## config.mk

```make
export PLATFORM = sky130hd
export DESIGN_NAME = chaskey_mac_engine
export DESIGN_NICKNAME = d
export VERILOG_FILES = /design/src/rtl/core/chaskey_pkg.sv /design/src/rtl/core/chaskey_arx.sv /design/src/rtl/core/chaskey_mac_engine.sv
export SDC_FILE = /design/constraint.sdc
export NUM_CORES = 1
export LEC_CHECK = 0
export BUFFER_PORTS_ARGS = -buffer_cell sky130_fd_sc_hd__buf_2
export CAP_MARGIN = 20
export CORE_UTILIZATION = 40
export DETAILED_ROUTE_END_ITERATION = 8
export PLACE_DENSITY = 0.64
export RECOVER_POWER = 100
export SYNTH_ARGS = -nofsm -noshare
export SYNTH_HDL_FRONTEND = slang
export SYNTH_HIERARCHICAL = 1
export SYNTH_SLANG_ARGS = --single-unit
```

## constraint.sdc

```tcl
create_clock -name clk -period 11.4 [get_ports clk]
set_input_delay 1.14 -clock clk [delete_from_list [all_inputs] [get_ports clk]]
set_output_delay 1.14 -clock clk [all_outputs]
set_load 0.1 [all_outputs]
```

## src/rtl/core/chaskey_pkg.sv

```systemverilog
package chaskey_pkg;

    localparam int BLOCK_W   = 128;
    localparam int CFG_IDX_W = 2;

    localparam logic [7:0] MAC_POLY    = 8'h87;
    localparam logic [7:0] PAD_BYTE    = 8'h01;
    localparam logic [4:0] BLOCK_BYTES = 5'd16;

    localparam logic [CFG_IDX_W-1:0] REG_KEY_LOW     = 2'd0;
    localparam logic [CFG_IDX_W-1:0] REG_KEY_HIGH    = 2'd1;
    localparam logic [CFG_IDX_W-1:0] REG_ROUND_COUNT = 2'd2;

    // microprogram step addresses
    typedef logic [1:0] step_t;
    localparam step_t STEP_IDLE   = 2'd0;
    localparam step_t STEP_ABSORB = 2'd1;
    localparam step_t STEP_ROUND  = 2'd2;
    localparam step_t STEP_FINISH = 2'd3;

    // jump condition: taken -> target, otherwise fall through to the next step
    typedef enum logic [1:0] {
        COND_NO_INPUT,
        COND_ZERO_ROUNDS,
        COND_MORE_ROUNDS,
        COND_OUT_BUSY
    } cond_t;

    typedef struct packed {
        logic  take_in;
        logic  absorb;
        logic  arx;
        logic  finish;
        cond_t cond;
        step_t target;
    } ctrl_t;

    function automatic ctrl_t ucode(input step_t s);
        ctrl_t w;
        w = '{take_in: 1'b0, absorb: 1'b0, arx: 1'b0, finish: 1'b0,
              cond: COND_NO_INPUT, target: STEP_IDLE};
        unique case (s)
            STEP_IDLE:
            begin
                w.take_in = 1'b1;
                w.cond    = COND_NO_INPUT;
                w.target  = STEP_IDLE;
            end
            STEP_ABSORB:
            begin
                w.absorb = 1'b1;
                w.cond   = COND_ZERO_ROUNDS;
                w.target = STEP_FINISH;
            end
            STEP_ROUND:
            begin
                w.arx    = 1'b1;
                w.cond   = COND_MORE_ROUNDS;
                w.target = STEP_ROUND;
            end
            STEP_FINISH:
            begin
                w.finish = 1'b1;
                w.cond   = COND_OUT_BUSY;
                w.target = STEP_FINISH;
            end
        endcase
        return w;
    endfunction

    // doubling in GF(2^128)
    function automatic logic [BLOCK_W-1:0] dbl(input logic [BLOCK_W-1:0] k);
        return {k[BLOCK_W-2:0], 1'b0}
             ^ {{(BLOCK_W-8){1'b0}}, (k[BLOCK_W-1] ? MAC_POLY : 8'h00)};
    endfunction

endpackage

```

## src/rtl/core/chaskey_arx.sv

```systemverilog
module chaskey_arx
    import chaskey_pkg::*;
(
    input  logic [BLOCK_W-1:0] v_in,
    output logic [BLOCK_W-1:0] v_out
);

    logic [31:0] a0, a1, a2, a3;
    logic [31:0] b0, b1, b2, b3;
    logic [31:0] c0, c3;
    logic [31:0] d1, d2;

    always_comb
    begin
        a0 = v_in[31:0] + v_in[63:32];
        a1 = {v_in[58:32], v_in[63:59]} ^ a0;
        b0 = {a0[15:0], a0[31:16]};
        a2 = v_in[95:64] + v_in[127:96];
        a3 = {v_in[119:96], v_in[127:120]} ^ a2;
        c0 = b0 + a3;
        b3 = {a3[18:0], a3[31:19]} ^ c0;
        b2 = a2 + a1;
        b1 = {a1[24:0], a1[31:25]} ^ b2;
        d2 = {b2[15:0], b2[31:16]};
        d1 = b1;
        c3 = b3;
        v_out = {c3, d2, d1, c0};
    end

endmodule

```

## src/rtl/core/chaskey_mac_engine.sv

```systemverilog
// Chaskey MAC engine, microcoded: idle, absorb, R rounds, finish.
// The tag reaches m_tvalid after the absorb step, the R rounds and the finish step,
// R = round_count; one ARX round per cycle through the single round unit.
// A new block is taken only in the idle step, once the previous block is done;
// the finish step of a final block stalls while a previous tag is still waiting.
// Reset: rst_n asynchronous, active low; key 0, round count 8, no message open.
module chaskey_mac_engine
    import chaskey_pkg::*;
(
    input  logic                 clk,
    input  logic                 rst_n,
    input  logic                 s_tvalid,
    output logic                 s_tready,
    input  logic [BLOCK_W-1:0]   s_tdata,   // block_word0, block_word1, block_word2, block_word3
    input  logic                 s_tlast,
    input  logic [4:0]           s_tuser,   // valid_bytes
    output logic                 m_tvalid,
    input  logic                 m_tready,
    output logic [BLOCK_W-1:0]   m_tdata,   // tag_low, tag_high
    input  logic                 cfg_valid,
    output logic                 cfg_ready,
    input  logic [CFG_IDX_W-1:0] cfg_index,
    input  logic [63:0]          cfg_data
);

    logic [63:0]        key_low_reg, key_high_reg;
    logic [7:0]         rounds_reg;
    step_t              pc_reg, pc_next;
    logic [7:0]         cnt_reg;
    logic               open_reg;
    logic               final_reg;
    logic               full_reg;
    logic [BLOCK_W-1:0] blk_reg, blk_next;
    logic [BLOCK_W-1:0] chain_reg;
    logic [BLOCK_W-1:0] tag_reg;
    logic               out_valid_reg;

    ctrl_t              ctrl;
    logic               s_accept;
    logic               out_busy;
    logic               cond_hit;
    logic [BLOCK_W-1:0] key;
    logic [BLOCK_W-1:0] k1;
    logic [BLOCK_W-1:0] lk;
    logic [BLOCK_W-1:0] arx_out;
    logic [4:0]         nsat;

    assign ctrl      = ucode(pc_reg);
    assign s_tready  = ctrl.take_in;
    assign s_accept  = s_tvalid && s_tready;
    assign cfg_ready = 1'b1;
    assign m_tvalid  = out_valid_reg;
    assign m_tdata   = tag_reg;
    assign out_busy  = final_reg && out_valid_reg && !m_tready;

    assign key = {key_high_reg, key_low_reg};
    assign k1  = dbl(key);
    assign lk  = full_reg ? k1 : dbl(k1);

    chaskey_arx u_arx
    (
        .v_in  (chain_reg),
        .v_out (arx_out)
    );

    // zero the bytes past the count and place the pad byte (short final block)
    always_comb
    begin
        nsat     = (s_tuser > BLOCK_BYTES) ? BLOCK_BYTES : s_tuser;
        blk_next = s_tdata;
        if (s_tlast && nsat != BLOCK_BYTES)
        begin
            for (int j = 0; j < BLOCK_W / 8; j++)
            begin
                if (5'(j) == nsat)
                    blk_next[8*j +: 8] = PAD_BYTE;
                else if (5'(j) > nsat)
                    blk_next[8*j +: 8] = 8'h00;
            end
        end
    end

    always_comb
    begin
        case (ctrl.cond)
            COND_NO_INPUT:    cond_hit = !s_accept;
            COND_ZERO_ROUNDS: cond_hit = (rounds_reg == 8'd0);
            COND_MORE_ROUNDS: cond_hit = (cnt_reg != 8'd1);
            COND_OUT_BUSY:    cond_hit = out_busy;
            default:          cond_hit = 1'b0;
        endcase
        pc_next = cond_hit ? ctrl.target : step_t'(pc_reg + 2'd1);
    end

    always_ff @(posedge clk or negedge rst_n)
    begin
        if (!rst_n)
        begin
            key_low_reg   <= '0;
            key_high_reg  <= '0;
            rounds_reg    <= 8'd8;
            pc_reg        <= STEP_IDLE;
            open_reg      <= 1'b0;
            out_valid_reg <= 1'b0;
        end
        else
        begin
            if (cfg_valid && cfg_ready)
            begin
                case (cfg_index)
                    REG_KEY_LOW:     key_low_reg  <= cfg_data;
                    REG_KEY_HIGH:    key_high_reg <= cfg_data;
                    REG_ROUND_COUNT: rounds_reg   <= cfg_data[7:0];
                    default:         ;
                endcase
            end

            pc_reg <= pc_next;

            if (m_tvalid && m_tready)
                out_valid_reg <= 1'b0;

            if (ctrl.absorb)
                open_reg <= 1'b1;

            if (ctrl.finish && final_reg && !out_busy)
            begin
                out_valid_reg <= 1'b1;
                open_reg      <= 1'b0;
            end
        end
    end

    // datapath registers, no reset
    always_ff @(posedge clk)
    begin
        if (s_accept)
        begin
            blk_reg   <= blk_next;
            final_reg <= s_tlast;
            full_reg  <= !s_tlast || (s_tuser >= BLOCK_BYTES);
        end
        if (ctrl.absorb)
        begin
            chain_reg <= (open_reg ? chain_reg : key) ^ blk_reg
                       ^ (final_reg ? lk : {BLOCK_W{1'b0}});
            cnt_reg   <= rounds_reg;
        end
        if (ctrl.arx)
        begin
            chain_reg <= arx_out;
            cnt_reg   <= cnt_reg - 8'd1;
        end
        if (ctrl.finish && final_reg && !out_busy)
            tag_reg <= chain_reg ^ lk;
    end

endmodule

```

# [Word level (Yosys, flattened, before mapping)]
# Index checks and enable logic that the tools add are counted.
[word_totals] register_bits=534 inputBits=205 out_inout_bits=131 word_cells=147
[classes] addsub=6 order_cmp=18 n_eq_ne=25 n_mux=54 bitwise=9 reduce_logical=23
[ops] operator="$mux W128" n=6
[ops] operator="$xor A128 B128 Y128" n=3
[ops] operator="$mux W8" n=36
[ops] operator="$xor A128 B8 Y128" n=2
[ops] operator="$add A32 B32 Y32" n=4
[ops] operator="$xor A32 B32 Y32" n=4
[ops] operator="$eq A4 B5 Y1 const A" n=8
[ops] operator="$gt A4 B5 Y1 const A" n=8
[ops] operator="$eq A3 B5 Y1 const A" n=4
[ops] operator="$gt A3 B5 Y1 const A" n=4
[ops] operator="$pmux W4 S4" n=1
[ops] operator="$eq A2 B2 Y1 const B" n=5
[ops] operator="$eq A2 B5 Y1 const A" n=2
[ops] operator="$gt A1 B5 Y1 const A" n=2
[ops] operator="$gt A2 B5 Y1 const A" n=2
[ops] operator="$logic_not A8 Y1" n=1
[ops] operator="$mux W1" n=8
[ops] operator="$ne A8 B1 Y1 const B" n=1
[ops] operator="$sub A8 B1 Y8 const B" n=1
[ops] operator="$logic_and A1 B1 Y1" n=7
[ops] operator="$eq A2 B1 Y1 const B" n=3
[ops] operator="$logic_not A2 Y1" n=3
[ops] operator="$reduce_and A2 Y1" n=3
[ops] operator="$reduce_bool A2 Y1" n=3
[ops] operator="11 further kinds" n=14

# [Logic depth before layout (Yosys ltp)]
# Gate-level depths: netlist of run 1.
[depth] word_depth=9 ltp_mapped=24 ltp_nobuf=24

# [Hierarchy]
# Netlist of run 1, hierarchy kept.
[modules_own_cells] module="chaskey_mac_engine" instances=1 cells_each=2050 area_each_um2=26661.8
[modules_own_cells] module="chaskey_arx" instances=1 cells_each=1030 area_each_um2=7786.2

# [Least setup slack after synthesis of run 1]
# Ideal clock, no wire load.
[synth_timing] path_type="input-to-reg" start="input m_tready" end="register tag_reg[0], in the netlist m_tdata[0] (enable)" setup_ns=0.633 arrival_time_ns=6.945 path_slack_ns=3.822 path_stages=2 path_buffers=0 path_cell_list="nand2b_1 nor2b_1"
[synth_between] elab_chain_len=4
[synth_lines] element="start, declared" line_no="chaskey_mac_engine.sv:18" source="input logic m_tready,"
[synth_lines] element="$logic_not A1 Y1" line_no="chaskey_mac_engine.sv:54" source="assign out_busy = final_reg && out_valid_reg && !m_tready;"
[synth_lines] element="$logic_and A1 B1 Y1" line_no="chaskey_mac_engine.sv:54"
[synth_lines] element="$logic_not A1 Y1" line_no="chaskey_mac_engine.sv:154" source="if (ctrl.finish && final_reg && !out_busy)"
[synth_lines] element="$logic_and A1 B1 Y1" line_no="chaskey_mac_engine.sv:154"
[synth_lines] element="end signal, assigned" line_no="chaskey_mac_engine.sv:155" source="tag_reg <= chain_reg ^ lk;"
[synth_lines] element="end, declared" line_no="chaskey_mac_engine.sv:35" source="logic [BLOCK_W-1:0] tag_reg;"
# No other way between the ends.
# A chain may end at the register's enable or synchronous reset.

==> results of run 1 <==
==> per-stage QoR <==
stage | worst slack (ns) | hold WS, ns | util, %
2_1_floorplan | 3.82 | 0.486 | -
3_3_place_gp | 4.93 | 0.513 | 43.4
3_5_place_dp | 4.93 | 0.522 | 43.4
4_1_cts | 4.90 | 0.534 | 46.1
5_1_grt | 2.36 | 0.555 | 45.8
6_report | 3.81 | 0.532 | 45.8
==> cells by family after synthesis <==
family | count (synthesis)
simple gates | 660
fa+ha+maj | 134
compound gates | 547
buf+inv | 177
flops | 534
other cells | 1
mux | 394
xor+xnor | 633
==> layout by cell type, fill, tap and decap left out, types with 29 or more instances in the layout <==
master / n
sky130_fd_sc_hd__xor2_1: 284
sky130_fd_sc_hd__mux2_2: 143
sky130_fd_sc_hd__clkbuf_1: 148
sky130_fd_sc_hd__ha_1: 130
sky130_fd_sc_hd__buf_2: 199
sky130_fd_sc_hd__clkbuf_16: 62
sky130_fd_sc_hd__a21oi_1: 138
sky130_fd_sc_hd__o21ai_0: 186
sky130_fd_sc_hd__nor2_1: 135
sky130_fd_sc_hd__nand2_1: 275
sky130_fd_sc_hd__nor2b_1: 29
sky130_fd_sc_hd__xnor2_1: 332
sky130_fd_sc_hd__edfxtp_1: 394
sky130_fd_sc_hd__mux2i_1: 190
sky130_fd_sc_hd__and2_0: 63
sky130_fd_sc_hd__dfrtp_1: 138
sky130_fd_sc_hd__mux2_1: 61
sky130_fd_sc_hd__and2_1: 48
sky130_fd_sc_hd__a21o_1: 68
sky130_fd_sc_hd__inv_1: 55
==> cell type report <==
cell class	instances	area, µm²
Antenna cell	2	5.00
Clock buffer	64	1570
Clock inverter	52	723
Fill cell	8094	46200
Inverter	56	210
Multi-Input combinational cell	2369	18200
Sequential cell	534	15300
Tap cell	1144	1430
Timing Repair Buffer	353	1630
==> how the worst max path moves through the flow <==
| stage | from | end | slack [ns] |
|---|---|---|---|
| 3_5_place_dp | chain_reg[32] | chain_reg[62] | 4.93 |
| 5_1_grt | rst_n | open_reg | 2.36 |
| 3_3_place_gp | chain_reg[0] | chain_reg[62] | 4.93 |
| 2_1_floorplan | m_tready | m_tdata[0] | 3.82 |
| 6_report | rst_n | open_reg | 3.81 |
| 4_1_cts | chain_reg[32] | chain_reg[62] | 4.90 |
==> routing by layer <==
layer / routed length [µm] / track usage (%) / vias up / part of all wire [%]
met1: 55200 / 39.2 / 12600 / 42
li1: - / - / 11600 / -
met5: 41 / 0 / - / 0.031
met4: 7540 / 14.7 / 6 / 5.7
met3: 8730 / 4.59 / 249 / 6.6
met2: 60000 / 47.8 / 1064 / 46
==> flow_summary.ini, run 1 <==
[cts]
count_of_buffers_added_by_post_cts_timing_repair_for_setup = 0
cts-htree-levels = 2
post_cts.resized_instances = 0
cts.root.buffer_cell = sky130_fd_sc_hd__clkbuf_16
cts_buffers = 61
cts-root-to-sink-buffers = 3
cts_hold_buffers = 0
clkLatencyLatePin_ns = 0.65
clkSlewWorstSetupHoldPaths_ns = 0.06
cts_tree = yes
clkSinkCount = 534

[synthesis]
synth_sequential_area_ratio_pct = 44.5
synthAdderAreaFrac_pct = 4.95
synth_compound_gate_area_share_pct = 9.92
post_synth_xor_area_fraction_pct = 16.8
syn-mean-instance-area_um2 = 11.2
synthDominantCellAreaShare_pct = 34.3
synth_edf_count = 394
synth-seq-cells = 534
syn-cell-area_um2 = 34400
synthesis.instances = 3080
ys.warnings.count = 6
synth_top_flop_cell = sky130_fd_sc_hd__edfxtp_1
synth_area_leaders = sky130_fd_sc_hd__edfxtp_1 (34%), sky130_fd_sc_hd__dfrtp_1 (10%), sky130_fd_sc_hd__xnor2_1 (8.4%), sky130_fd_sc_hd__xor2_1 (7.2%), sky130_fd_sc_hd__mux2_2 (6.7%)
ys_async_sr_fraction_pct = 26.2
yosysMostFrequentCell = sky130_fd_sc_hd__edfxtp_1
synth_commonest_cells = sky130_fd_sc_hd__edfxtp_1 (394), sky130_fd_sc_hd__xnor2_1 (332), sky130_fd_sc_hd__xor2_1 (284), sky130_fd_sc_hd__nand2_1 (275), sky130_fd_sc_hd__mux2_2 (204)
synth_top_family_by_area = XOR/XNOR gates
yosys.area_share.simple_pct = 8.96
netlist-cell-type-count = 88
post_synth_mux_area_share_pct = 12.2
synth_top_area_cell = sky130_fd_sc_hd__edfxtp_1
mappedNetlistNets = 3419

[critical_path]
cp_common_cell = sky130_fd_sc_hd__clkbuf_1
cp.depth = 2
rr_worst_depth = 21
cp_cell_sequence = clkbuf_1 > clkbuf_1
crit_path_max_delay_cell_type = sky130_fd_sc_hd__clkbuf_1
cp.required_ns = 10.77
reg_to_reg_startpoint = chain_reg[32]
crit_buf_inv = 2
highest_fanout_seen_on_the_critical_path = 75
cpLargestDelayFamily = buffers and inverters
cp_slowest_stage_delay_ns = 3.01
timing.critical_path.arrival_ns = 6.97
worst_setup_path_start_kind = input pin
worstSetupEndpointType = async pin
timing.reg2reg.setup_slack_ns = 4.40
timing.rr.end = chain_reg[62]
crit_type = input pin to async pin

[floorplan]
num_rows = 107
initial_standard_cell_utilization_of_the_core_pct = 40.4
chipWidth_um = 295
die_h_um = 295
io_pins = 336
die_area_um2 = 87300
floorplan.core_area_um2 = 85300

[global_routing]
grt_start_max_net_pins = 192
grt_pass1_vias = 24800
antenna_found_initial = 4
grt.total_usage_pct = 29.8
grt_pass1_wl_um = 183000
grt_overflow_total = 0

[placed_design]
buffers_on_ports = 334
place_area_um2 = 37100
dp_cells = 4455
place.detailed.hpwl_um = 105000
finalWeightedCongestion = 1.06

[route]
detail_route.wirelength_um = 132000
drt-pass1-iter-count = 5
first_iter_violations = 2359
drtAntennaViolNets = 0
routed-via-count = 25500
wl_per_cell_um = 28.8
post_drt_via_cell_ratio = 5.58
count_of_unresolved_drc_violations_after_routing = 0

[timing]
finalHoldViolations = 0
unrepaired_setup_endpoints_after_global_routing = no
post-route-min-period_ns = 7.59
slew_viol_final = 810
final.period_utilization_pct = 66.6
fmax_mhz = 132
timing.setup.tns_ns = 0
timing.clock.skew_ns = 0.0257
worst_pin_slew_ns = 4.47
setup_viol = 0
slew_headroom_pct = -198

[run_status]
outcome = complete, but fails checks
violations = capacitance limit, slew limit

[hold_path]
holdPathStages = 1
whs_endpoint = pc_reg[0]
worst_hold_startpoint = pc_reg[0]
min-delay-path-class = flop to flop

[layout]
finished_layout_cells = 4574
areaGrowthSynthToFinish_pct = 13.4
drive_gt1_share_pct = 13.9
stdcell_area_um2 = 39100
layout.nets = 3714

[job]
timing.max_cap.violations = 15
Power of run 1 is not shown: default switching activity piles up to over one toggle a cycle in this logic, so the estimate is an artifact.
==> run 2, diff against run 1 <==
--- a/config.mk
+++ b/config.mk
@@ -9,7 +9,7 @@
 export CAP_MARGIN = 20
 export CORE_UTILIZATION = 40
 export DETAILED_ROUTE_END_ITERATION = 8
-export PLACE_DENSITY = 0.64
+export PLACE_DENSITY = 0.66
 export RECOVER_POWER = 100
 export SYNTH_ARGS = -nofsm -noshare
 export SYNTH_HDL_FRONTEND = slang
==> constraint.sdc (replaced) <==
create_clock -name clk -period 6.85 [get_ports clk]
set_input_delay 0.685 -clock clk [delete_from_list [all_inputs] [get_ports clk]]
set_output_delay 0.685 -clock clk [all_outputs]
set_load 0.1 [all_outputs]
==> flow_summary.ini, run 2 (same netlist as run 1, synthesis figures left out) <==
[run_status]
outcome = complete, but fails checks
violations = capacitance limit, slew limit

[hold_path]
min-delay-path-class = input pin to flop

[route]
post_drt_via_cell_ratio = 5.60
detail_route.wirelength_um = 130000
first_iter_violations = 2781
routed-via-count = 25700
count_of_unresolved_drc_violations_after_routing = 0
wl_per_cell_um = 28.2
drt-pass1-iter-count = 6
drtAntennaViolNets = 0

[global_routing]
antenna_found_initial = 5
grt_start_max_net_pins = 99
grt_overflow_total = 0
grt_pass1_vias = 24900
grt_pass1_wl_um = 180000
grt.total_usage_pct = 29.2

[placed_design]
place.detailed.hpwl_um = 103000
buffers_on_ports = 334
finalWeightedCongestion = 1.04

[critical_path]
reg_to_reg_startpoint = full_reg
crit_type = flop to flop
timing.critical_path.arrival_ns = 6.91
cpLargestDelayFamily = buffers and inverters
cp.depth = 6
endpoint = chain_reg[121]
worst_setup_path_start_kind = flop
highest_fanout_seen_on_the_critical_path = 93
crit_buf_inv = 2
setup.worst_path.start = full_reg
rr_worst_depth = 6
cp_slowest_stage_delay_ns = 3.73
cp.required_ns = 7.19
cp_cell_sequence = dlymetal6s4s_1 > buf_4 > mux2i_1 > nor2_1 > xnor2_1 > o21ai_0
crit_path_max_delay_cell_type = sky130_fd_sc_hd__dlymetal6s4s_1
timing.reg2reg.setup_slack_ns = 0.28
timing.rr.end = chain_reg[121]
worstSetupEndpointType = flop

[floorplan]
die_area_um2 = 87300
initial_standard_cell_utilization_of_the_core_pct = 40.4
chipWidth_um = 295
io_pins = 336
die_h_um = 295
num_rows = 107
floorplan.core_area_um2 = 85300

[cts]
cts.root.buffer_cell = sky130_fd_sc_hd__clkbuf_16
post_cts.resized_instances = 0
clkSinkCount = 534
clkSlewWorstSetupHoldPaths_ns = 0.06
cts-htree-levels = 2
cts_buffers = 61
count_of_buffers_added_by_post_cts_timing_repair_for_setup = 0
clkLatencyLatePin_ns = 0.67
cts_hold_buffers = 0
cts_tree = yes
cts-root-to-sink-buffers = 3

[timing]
slew_headroom_pct = -247
final.period_utilization_pct = 95.9
setup_viol = 0
slew_viol_final = 824
unrepaired_setup_endpoints_after_global_routing = no
post-route-min-period_ns = 6.57
timing.setup.tns_ns = 0
timing.clock.skew_ns = 0.0485
fmax_mhz = 152
finalHoldViolations = 0
worst_pin_slew_ns = 5.20

[layout]
areaGrowthSynthToFinish_pct = 13.1
multi_input_area_um2 = 18200
layout.nets = 3730
drive_gt1_share_pct = 14.6
sequential_cell_area_um2 = 15300
fillCellCount = 8121
layout_commonest_cell = sky130_fd_sc_hd__edfxtp_1
most-common-layout-cells = sky130_fd_sc_hd__edfxtp_1 (394), sky130_fd_sc_hd__xnor2_1 (332), sky130_fd_sc_hd__xor2_1 (284)

[job]
timing.max_cap.violations = 15
[run 2: changes by cell type in the layout (fill, tap and decap cells not counted), moves of 8 or more]
| cell | change |
|---|---|
| sky130_fd_sc_hd__mux2_1 | -23 |
| sky130_fd_sc_hd__mux2_2 | +23 |
| sky130_fd_sc_hd__buf_4 | +11 |
| sky130_fd_sc_hd__clkbuf_1 | +10 |
| sky130_fd_sc_hd__bufinv_16 | -8 |
| sky130_fd_sc_hd__clkinv_4 | +8 |
[run 2: worst min path at each step]
stage,from,slack (ns),depth (start not counted),end
floorplan,rst_n,0.39,0,key_high_reg[0]
global placement,pc_reg[0],0.51,1,pc_reg[0]
detailed placement,rounds_reg[4],0.52,1,rounds_reg[4]
CTS,rst_n,0.12,1,key_low_reg[32]
global route,s_tlast,0.25,1,final_reg
finish,s_tlast,0.24,1,final_reg
[run 2: metrics by stage]
step | instance area [µm²] | hold WS (ns) | util, % | worst slack [ns] | cells
floorplan | 34500 | 0.389 | - | 1.76 | 3080
global placement | 37200 | 0.512 | 43.6 | 0.754 | 4471
detailed placement | 37200 | 0.522 | 43.6 | 0.649 | 4471
CTS | 39300 | 0.117 | 46.0 | 0.619 | 4585
global route | 39000 | 0.245 | 45.7 | 0.111 | 4587
finish | 39000 | 0.236 | 45.7 | 0.283 | 4588
[run 2: layout make-up]
class                   count  area share [%]
multi-input cells        2369            46.7
well taps                1144            3.67
repair buffers            369            4.42
inverters                  56           0.539
diodes                      2          0.0128
clock buffers              70            4.03
flip-flops and latches    534            39.4
clock inverters            44            1.30
[run 2: layer usage]
| layer | part of all wire, % | vias to the layer above | wire length, µm | GRT usage, % |
|---|---|---|---|---|
| met2 | 45 | 1130 | 58700 | 46.1 |
| li1 | - | 11600 | - | - |
| met5 | 0.021 | - | 27 | 0 |
| met1 | 41 | 12700 | 53300 | 38.3 |
| met4 | 6.1 | 4 | 7920 | 15.8 |
| met3 | 7.4 | 256 | 9550 | 4.99 |
[run 2: worst reg2reg max path: cells and delay by family, from the launching register on]
kind,cells,cell delay [ns]
buffers and inverters,2,4.88
xor gates and xnor gates,1,0.36
AOI/OAI and AO/OA,1,0.11
and+or+nand+nor,1,0.17
muxes,1,0.41
DFF,1,0.31
Power of run 2 is left out for the same reason.
